===== src/sv/sadm_pkg.sv =====
// Shared types and constants for the scored admission table.
// Used by the interfaces, the slot cell and the top level; no dependencies.

package sadm_pkg;

   localparam int SLOT_COUNT = 64;
   localparam int KEY_BITS   = 32;

   // Stored key width: the request key field is 32 bits wide.
   localparam int KEY_W  = (KEY_BITS < 32) ? KEY_BITS : 32;
   localparam int SLOT_W = (SLOT_COUNT > 1) ? $clog2(SLOT_COUNT) : 1;
   localparam int OCC_W  = $clog2(SLOT_COUNT + 1);

   localparam int KEY_FIELD_W   = 32;
   localparam int DELTA_W       = 16;
   localparam int SCORE_W       = 32;
   localparam int IDX_FIELD_W   = 6;
   localparam int OCC_FIELD_W   = 7;
   localparam int COUNT_W       = 32;

   typedef enum logic [1:0] {
      OUT_HIT    = 2'd0,
      OUT_ADMIT  = 2'd1,
      OUT_EVICT  = 2'd2,
      OUT_REJECT = 2'd3
   } outcome_type;

   // Search token that walks down the cell row, one cell per cycle.
   typedef struct packed {
      logic                 active;
      logic [KEY_W-1:0]     key;
      logic [DELTA_W-1:0]   delta;
      logic [SLOT_W-1:0]    victim;
      logic                 found;
      logic [SLOT_W-1:0]    hit_idx;
      logic [SCORE_W-1:0]   hit_score;
      logic                 vic_valid;
      logic [SCORE_W-1:0]   vic_score;
   } tok_type;

   // Broadcast slot write from the top level.
   typedef struct packed {
      logic                 en;
      logic [SLOT_W-1:0]    idx;
      logic                 load_key;
      logic [KEY_W-1:0]     key;
      logic [SCORE_W-1:0]   score;
   } wr_type;

   function automatic logic [SCORE_W-1:0] sat_add(input logic [SCORE_W-1:0] score,
                                                   input logic [DELTA_W-1:0] delta);
      logic [SCORE_W:0] sum;
      sum = {1'b0, score} + {{(SCORE_W - DELTA_W + 1){1'b0}}, delta};
      if (sum[SCORE_W]) begin
         return {SCORE_W{1'b1}};
      end
      return sum[SCORE_W-1:0];
   endfunction

endpackage


===== src/sv/sadm_cell.sv =====
// One slot of the admission table: valid bit, key and score, plus one
// stage of the search token row. Depends on sadm_pkg.

module sadm_cell
   import sadm_pkg::*;
(
   input  logic               clock,
   input  logic               reset,
   input  logic [SLOT_W-1:0]  slot_id,
   input  tok_type            tok_in,
   input  wr_type             wr,
   output tok_type            tok_out
);

   logic                valid_ff, valid_in;
   logic [KEY_W-1:0]    key_ff, key_in;
   logic [SCORE_W-1:0]  score_ff, score_in;
   tok_type             tok_ff, tok_in_nx;
   logic                hit;
   logic [SCORE_W-1:0]  sum;

   always_comb begin
      valid_in  = valid_ff;
      key_in    = key_ff;
      score_in  = score_ff;
      tok_in_nx = tok_in;
      sum       = sat_add(score_ff, tok_in.delta);
      hit       = tok_in.active && !tok_in.found && valid_ff && (key_ff == tok_in.key);

      // capture victim slot as the token passes
      if (tok_in.active && (slot_id == tok_in.victim)) begin
         tok_in_nx.vic_valid = valid_ff;
         tok_in_nx.vic_score = score_ff;
      end
      if (hit) begin
         score_in            = sum;
         tok_in_nx.found     = 1'b1;
         tok_in_nx.hit_idx   = slot_id;
         tok_in_nx.hit_score = sum;
      end
      if (wr.en && (wr.idx == slot_id)) begin
         valid_in = 1'b1;
         score_in = wr.score;
         if (wr.load_key) begin
            key_in = wr.key;
         end
      end
   end

   always_ff @(posedge clock) begin
      if (reset) begin
         valid_ff <= 1'b0;
         tok_ff   <= '0;
      end else begin
         valid_ff <= valid_in;
         tok_ff   <= tok_in_nx;
      end
   end

   always_ff @(posedge clock) begin
      key_ff   <= key_in;
      score_ff <= score_in;
   end

   assign tok_out = tok_ff;

endmodule


===== config.mk =====
export PLATFORM = sky130hd
export DESIGN_NAME = sadm_cell
export DESIGN_NICKNAME = d
export VERILOG_FILES = /design/src/sv/sadm_pkg.sv /design/src/sv/sadm_cell.sv
export SDC_FILE = /design/constraint.sdc
export NUM_CORES = 1
export LEC_CHECK = 0
export BUFFER_PORTS_ARGS = -buffer_cell sky130_fd_sc_hd__buf_2
export CAP_MARGIN = 20
export CORE_MARGIN = 2
export CORE_UTILIZATION = 42
export DETAILED_ROUTE_END_ITERATION = 7
export HOLD_SLACK_MARGIN = 0.05
export PLACE_DENSITY = 0.71
export SLEW_MARGIN = 5
export SYNTH_ARGS = -nofsm -noshare
export SYNTH_HDL_FRONTEND = slang
export SYNTH_SLANG_ARGS = --single-unit

===== constraint.sdc =====
create_clock -name clock -period 3.35 [get_ports clock]
set_input_delay 0.1675 -clock clock [delete_from_list [all_inputs] [get_ports clock]]
set_output_delay 0.1675 -clock clock [all_outputs]
set_load 0.01 [all_outputs]

==> results.toml, run 1 <==
[outcome]
status = "completed"

[synth]
synth-edff-count = 64
ys_ff_latch = 192
avgSynthCellArea_um2 = 10.8
ys_async_sr_fraction_pct = 0
synthTopCellsByArea = "dfxtp_1, edfxtp_1, nor2_1, mux2i_1, nor2b_1"
ys_seq_area_share_pct = 55.8
syn-num-nets = 966
yosysTopAreaCell = "dfxtp_1"
synth.top_cell.area_share_pct = 31.9
synth_ff_type = "dfxtp_1"
syn_area_um2 = 8040
synthDistinctLibCells = 57
yosysWarningCount = 0
synthCells = 742

[critical_path]
path_cells = "dlygate4sd3_1 -> buf_2 -> ha_1 -> fa_1 -> a211oi_1 -> o21a_1 -> a21oi_2 -> o2111a_1 -> buf_4 -> nor2_1 -> a21oi_1"
criticalPathCategory = "input port to register"
r2r_slack_ns = 0.40
worst_path_dominant_cell_family = "compound AO/OA/AOI/OAI gates"
crit_buf_inv = 3
r2r.worst_path.cells = 9
worst_ep_arrival_time_ns = 3.12
max_stage_delay_ns = 0.54
timing.rr.start = "score_ff[0]"
slowest_stage = "dlygate4sd3_1"
crit_path_end_kind = "register"
cp.required_ns = 3.51
reg2reg_to = "score_ff[1]"
startpoint = "tok_in[78]"
crit_path_start_kind = "input port"
worstPathMaxFanout = 8

[die]
dieArea_um2 = 20300
fp-row-count = 50
die_y_um = 142
die_w_um = 142
io_pins = 334
core_area_um2 = 18800
start_util_pct = 42.8

[power_and_ir_drop]
powerDensity_nw_per_um2 = 432
switching_share_pct = 25.5
intPower_uw = 3940
pwr-share-comb_pct = 14.1
seqPwrFrac_pct = 47.6
clock_power_share_pct = 38.3
p_sw_uw = 1350
p_leak_uw = 0.00537
vdd_drop_max_v = 0.000332
power_uw = 5290

[hold_path]
min_from = "tok_in[54]"
whs_endpoint = "tok_out[54]"
min_path_type = "input port to register"
hold_depth = 3

[placed_design]
hpwl_mm = 17.9
portBuffers = 333
place_congestion = 0.870

[routing]
routed_wl_mm = 27.1
drt-initial-drc-count = 307
drc_errors = 0
via_per_inst = 5.10
route.antenna.remaining_nets = 0
drt_first_pass_iters = 4
post_drt_wl_per_cell_um = 18.2
num_vias = 7585

[sta]
post-route-period-util_pct = 88.4
whs_ns = 0.0654
rsz0062_at_grt = "no"
setup_viol = 0
fin_skew_ns = 0.0139
relSlewSlack_pct = 34.6
tightest_slew_ns = 0.981
max_freq_mhz = 337
fin_crit_ns = 2.96
slew_viol_final = 0
hold_violations = 0
setup_tns_ns = 0

[run]
maxCapViolations = 0

[clock_tree]
cts-buffers-inserted = 17
cts_sinks = 192
tritoncts = "yes"
ctsResizeCount = 0
cts_setup_buffers = 0
cts_root_buffer = "clkbuf_16"
clk_latency_ns = 0.44
max-clock-path-buffers = 2
cts_max_level = 4
clk_pin_slew_ns = 0.07

[layout]
nets = 1465
drive_gt1_share_pct = 31.7
final_core_util_pct = 65.3
diodes = 0
syn_to_final_growth_pct = 52.4

[global_route]
overflow = 0
grt_usage_pct = 26.3
grt_max_degree = 84
antenna_found_initial = 0
grt_pass1_wl_mm = 40.8
grt_pass1_vias = 7716
==> how the worst max path moves through the flow <==
stage	cells after the start	slack, ns	end
2_1_floorplan	6	0.54	score_ff[0]
3_3_place_gp	9	0.52	score_ff[1]
3_5_place_dp	9	0.43	score_ff[25]
4_1_cts	9	0.41	score_ff[18]
5_1_grt	9	0.24	score_ff[25]
6_report	11	0.39	score_ff[1]
==> registers in the layout, indices dropped and copies added, names as in the netlist <==
name      flops
tok_out     127
score_ff     32
key_ff       32
valid_ff      1
==> layer usage <==
metal | routed length (µm) | track usage (%) | share of wire, %
met1 | 10500 | 29.2 | 39
met2 | 13900 | 48.7 | 51
met3 | 1900 | 6.90 | 7.0
met4 | 793 | 9.28 | 2.9
met5 | 0 | 0 | 0
==> power groups by stage <==
stage	Sequential (µW)	Clock, µW	Combinational (µW)
after floorplan	2610	0	239
after global placement	2570	0	567
after detailed placement	2570	0	575
after CTS	2510	2060	729
after global routing	2520	2160	804
final	2520	2030	743
==> worst min-delay path, delay by kind of cell <==
family / cells / cell delay [ns]
buffers and inverters: 1 / 0.10
and+or+nand+nor: 1 / 0.11
AOI/OAI and AO/OA: 1 / 0.06
==> layout make-up <==
class	count	area (µm²)
flip-flops and latches	192	4480
clock buffers	17	425
clock inverters	15	154
multi-input cells	510	3410
well taps	234	293
repair buffers	513	3460
inverters	7	26.3
fillers	1460	6520
==> cells by family after synthesis <==
logic type / count (synthesis) / synth area share (%)
simple gates: 267 / 16.6
flops: 192 / 55.8
compound gates: 113 / 9.80
xor+xnor: 70 / 7.63
mux: 43 / 5.38
buf+inv: 40 / 2.10
fa+ha+maj: 17 / 2.74
==> through the flow <==
step / instances / worst slack, ns / cell area (µm²)
2_1_floorplan: 742 / 0.543 / 8040
3_3_place_gp: 1290 / 0.522 / 10000
3_5_place_dp: 1290 / 0.433 / 10000
4_1_cts: 1488 / 0.411 / 12300
5_1_grt: 1488 / 0.240 / 12300
6_report: 1488 / 0.387 / 12300
==> cell usage after synthesis, drive strengths merged, types with 8 or more instances <==
cell type	count
buf	10
a211oi	23
a31oi	8
a21oi	38
nand2	20
edfxtp	64
mux2i	41
nor2	133
nor4	11
nor2b	61
clkbuf	23
nand4	13
ha	16
dfxtp	128
xnor2	30
xor2	40
==> timing repair <==
item / CTS / global route
endpoints found under the setup margin: 0 / 0
hold endpoints to repair: 160 / 0
hold buffers: 166 / 0
==> cells in the final DEF, fill, tap and decap left out, types with 6 or more instances in the layout <==
master,instances
mux2i_1,41
o21ai_0,6
buf_4,13
clkbuf_16,17
dlygate4sd3_1,166
nor2_1,130
xor2_1,40
a31oi_1,8
inv_1,7
buf_2,332
dfxtp_1,128
xnor2_1,30
ha_1,16
edfxtp_1,64
nor2b_1,61
a21oi_1,37
nand2_1,19
a311oi_1,7
nor4_1,9
a211oi_1,20
nand4_1,13
(Power assumes the default switching activity.)
==> run 2: changes to the inputs <==
- ABC_AREA: not set -> 1
- PLACE_DENSITY: 0.71 -> 0.7
==> results.toml, run 2 <==
[outcome]
status = "completed"

[layout]
multi_input_area_um2 = 3710
syn_to_final_growth_pct = 48.4
final_common_cell = "buf_2"
mostFrequentLayoutCells = "buf_2, nand2_1, nor2_1, dlygate4sd3_1, inv_1"
nets = 1910
drive_gt1_share_pct = 23.8
fillCellCount = 1747
seqCellArea_um2 = 4480
largest_reg_flops = 127
final_cell_area_um2 = 13300

[global_route]
grt_usage_pct = 28.8
grt_pass1_vias = 9900
grt_max_degree = 69
overflow = 0
antenna_found_initial = 1
grt_pass1_wl_mm = 50.0

[synth]
avgSynthCellArea_um2 = 7.63
yosysWarningCount = 0
ys_seq_area_share_pct = 49.9
synthTopCellsByArea = "dfxtp_1, edfxtp_1, nand2_1, nor2_1, inv_1"
synthDistinctLibCells = 40
ys_async_sr_fraction_pct = 0
synth.top_cell.area_share_pct = 28.5
syn_area_um2 = 8980
synth_ff_type = "dfxtp_1"
ys_ff_latch = 192
yosysMostFrequentCell = "nand2_1"
synthCells = 1177
ys_top_cells_by_count = "nand2_1, nor2_1, inv_1"
yosysTopAreaCell = "dfxtp_1"
synth-edff-count = 64
syn-num-nets = 1401

[placed_design]
place_congestion = 0.922
portBuffers = 333
hpwl_mm = 22.8
placed_area_um2 = 10900

[clock_tree]
clk_pin_slew_ns = 0.07
cts-buffers-inserted = 17
cts_root_buffer = "clkbuf_16"
tritoncts = "yes"
clk_latency_ns = 0.44
cts_max_level = 4
cts_sinks = 192
max-clock-path-buffers = 2

[critical_path]
cp.required_ns = 3.73
criticalPathCategory = "input port to register"
worstPathMaxFanout = 59
cpMostUsedCell = "dlygate4sd3_1"
path_cells = "dlygate4sd3_1 -> buf_2 -> xnor2_1 -> nand2_1 -> nor3_1 -> nand3_1 -> nor2_4 -> buf_4 -> o21ai_0 -> a21oi_1 -> dlygate4sd3_1"
r2r_slack_ns = 0.52
worst_path_dominant_cell_family = "buffers and inverters"
max_stage_delay_ns = 0.56
slowest_stage = "dlygate4sd3_1"
crit_buf_inv = 4
crit_path_start_kind = "input port"
crit_path_end_kind = "register"
worst_ep_arrival_time_ns = 3.22

[die]
die_y_um = 150
start_util_pct = 42.7
dieArea_um2 = 22600
die_w_um = 150
fp-row-count = 53
io_pins = 334
core_area_um2 = 21000

[sta]
fin_skew_ns = 0.0110
post-route-period-util_pct = 84.8
tightest_slew_ns = 1.08
hold_violations = 0
slew_viol_final = 0
setup_tns_ns = 0
setup_viol = 0
fin_crit_ns = 2.84
relSlewSlack_pct = 28.1
max_freq_mhz = 352
rsz0062_at_grt = "no"

[power_and_ir_drop]
powerDensity_nw_per_um2 = 401
vdd_drop_max_v = 0.000342
power_uw = 5340
p_leak_uw = 0.00677

[routing]
post_drt_wl_per_cell_um = 16.7
drt_first_pass_iters = 5
num_vias = 9766
route.antenna.remaining_nets = 0
routed_wl_mm = 32.9
via_per_inst = 4.94
drc_errors = 0
drt-initial-drc-count = 551

[hold_path]
min_path_type = "input port to register"

[run]
maxCapViolations = 0
==> run 2: layout make-up <==
class                           instances  area share, %
Clock buffer                           18           3.22
Sequential cell                       192           33.6
Inverter                              165           4.65
Multi-Input combinational cell        784           27.9
Clock inverter                         14           1.08
Timing Repair Buffer                  526           26.9
Tap cell                              275           2.58
Antenna cell                            2         0.0376
==> run 2: metal layers <==
metal / part of all wire (%) / global-route usage [%] / vias to the layer above
li1: - / - / 4734
met1: 40 / 34.5 / 4465
met2: 48 / 50.0 / 479
met3: 7.6 / 5.64 / 88
met4: 3.9 / 13.3 / 0
met5: 0 / 0 / -
==> run 2: tightest hold or removal path, stage by stage <==
cell    delay (ns)
buf_2         0.13
nor3_1        0.06
nor2_1        0.10
==> run 2: power by group <==
group          internal [µW]  total (µW)  switching [µW]
combinational            398         807             409
clock                    995        2010            1010
sequential              2490        2520            27.1
total                   3890        5340            1450
==> run 2: per-stage QoR <==
step           util, %  hold slack [ns]  std cells  worst slack [ns]
2_1_floorplan        -            0.266       1177             0.730
3_3_place_gp      51.9            0.344       1758             0.706
3_5_place_dp      51.9            0.346       1758             0.655
4_1_cts           63.4           0.0527       1974             0.496
5_1_grt           63.4           0.0826       1975             0.335
6_report          63.4           0.0615       1976             0.510
==> run 2: cells by family after synthesis <==
group                    Yosys count  share of synthesized area (%)
buffers and inverters            201                           8.85
AND/OR/NAND/NOR                  587                           27.3
flip-flops                       192                           49.9
XOR/XNOR                          30                           2.93
adder cells (fa/ha/maj)           17                           2.45
AO/OA/AOI/OAI                    150                           8.59
==> run 2: path summary, 6_finish.rpt <==
kind / from / endpoint / cells after the start
max reg2reg: key_ff[12] / tok_out[66] / 9
min reg2reg: valid_ff / valid_ff / 2
min: slot_id[2] / tok_out[67] / 3
max: tok_in[106] / tok_out[66] / 11
==> run 2: what timing repair did <==
action,4_1_cts,5_1_grt
gates resized for setup,0,0
hold buffers,184,0
setup buffers,0,0
endpoints found under the hold margin,181,0
==> run 3: changes to the inputs <==
- clock period: 3.35 -> 2.7 ns (I/O delays scaled with it)
==> results.toml, run 3 (synthesized netlist as in run 2, its figures left out) <==
[die]
dieArea_um2 = 22600
die_y_um = 150
core_area_um2 = 21000
fp-row-count = 53
io_pins = 334
start_util_pct = 42.7
die_w_um = 150

[layout]
final_common_cell = "buf_2"
largest_reg_flops = 127
mostFrequentLayoutCells = "buf_2, nand2_1, nor2_1, dlygate4sd3_1, inv_1"
final_cell_area_um2 = 13500
syn_to_final_growth_pct = 50.0
fillCellCount = 1750
nets = 1920
drive_gt1_share_pct = 24.0

[critical_path]
slowest_stage = "fa_1"
worst_ep_arrival_time_ns = 2.66
path_cells = "ha_1 -> fa_1 -> nand2_2 -> nand2_1 -> nand3b_1 -> nand2_1 -> nand2_1 -> nand2_1 -> xor2_1 -> nor2_1 -> o21ai_1"
cpMostUsedCell = "nand2_1"
r2r.worst_path.cells = 11
startpoint = "score_ff[0]"
cp.required_ns = 2.86
timing.rr.start = "score_ff[0]"
criticalPathCategory = "register to register"
r2r_slack_ns = 0.20
worstPathMaxFanout = 3
crit_path_start_kind = "register"
crit_path_end_kind = "register"
max_stage_delay_ns = 0.44

[routing]
route.antenna.remaining_nets = 0
post_drt_wl_per_cell_um = 16.5
num_vias = 9727
via_per_inst = 4.90
drt-initial-drc-count = 639
drt_first_pass_iters = 5
drc_errors = 0
routed_wl_mm = 32.7

[sta]
setup_tns_ns = 0
rsz0062_at_grt = "no"
whs_ns = 0.0767
tightest_slew_ns = 0.722
fin_crit_ns = 2.50
max_freq_mhz = 400
relSlewSlack_pct = 51.9
fin_skew_ns = 0.0120
setup_viol = 0
hold_violations = 0
slew_viol_final = 0
post-route-period-util_pct = 92.6

[power_and_ir_drop]
vdd_drop_max_v = 0.000396
p_leak_uw = 0.00685
powerDensity_nw_per_um2 = 508

[global_route]
overflow = 0
antenna_found_initial = 1
grt_max_degree = 61
grt_pass1_vias = 9821
grt_usage_pct = 28.4
grt_pass1_wl_mm = 49.3

[placed_design]
portBuffers = 333
placed_area_um2 = 10900
hpwl_mm = 23.1
place_congestion = 0.944

[clock_tree]
cts_sinks = 192
cts_root_buffer = "clkbuf_16"
tritoncts = "yes"
clk_pin_slew_ns = 0.08
cts_setup_buffers = 0
clk_latency_ns = 0.44
cts_max_level = 4
max-clock-path-buffers = 2
cts-buffers-inserted = 17

[hold_path]
min_from = "tok_in[47]"
min_path_type = "input port to register"
hold_depth = 3

[outcome]
status = "completed"

[run]
maxCapViolations = 0
run 3: path summary, 6_finish.rpt:
kind / end
setup / recovery: score_ff[14]
hold / removal: tok_out[47]
setup reg to reg: score_ff[14]
hold reg to reg: valid_ff
run 3: what timing repair did:
item	CTS	global route
endpoints found under the hold margin	185	0
hold buffers	190	0
gates resized for setup	0	2
endpoints found under the setup margin	0	3
run 3: routing by layer:
metal  up-vias  wire length, µm  global-route usage [%]
met3        87             2400                    5.97
li1       4751                -                       -
met4         0             1430                    14.0
met1      4435            12900                    32.3
met5         -                0                       0
met2       454            16000                    50.5
run 3: power breakdown:
group	switching, µW	internal (µW)
registers	31.7	3090
clock network	1280	1420
logic	515	502
total	1830	5020
run 3: through the flow:
stage               worst slack, ns  utilization [%]  instances  power (µW)
detailed placement            0.296             52.0       1762        3970
CTS                           0.117             64.0       1984        6850
finish                        0.199             64.1       1985        6850
global route                 0.0437             64.1       1985        7090
global placement              0.309             52.0       1762        3960
floorplan                     0.113                -       1177        3580
run 3: layout make-up:
type,instances,area (µm²),share of cell area (%)
clock buffer,17,425,3.16
multi-input combinational,784,3720,27.6
clock inverter,15,198,1.47
antenna,1,2.50,0.0186
timing repair buffer,536,3680,27.3
tap,275,344,2.55
inverter,165,619,4.60
sequential,192,4480,33.3
run 3: worst max-delay path: cells and delay by family, from the launching register on:
| kind | cells | cell delay, ns |
|---|---|---|
| DFF | 1 | 0.42 |
| and+or+nand+nor | 7 | 0.79 |
| adders and majority gates | 2 | 0.70 |
| AOI/OAI and AO/OA | 1 | 0.12 |
| xor gates and xnor gates | 1 | 0.19 |
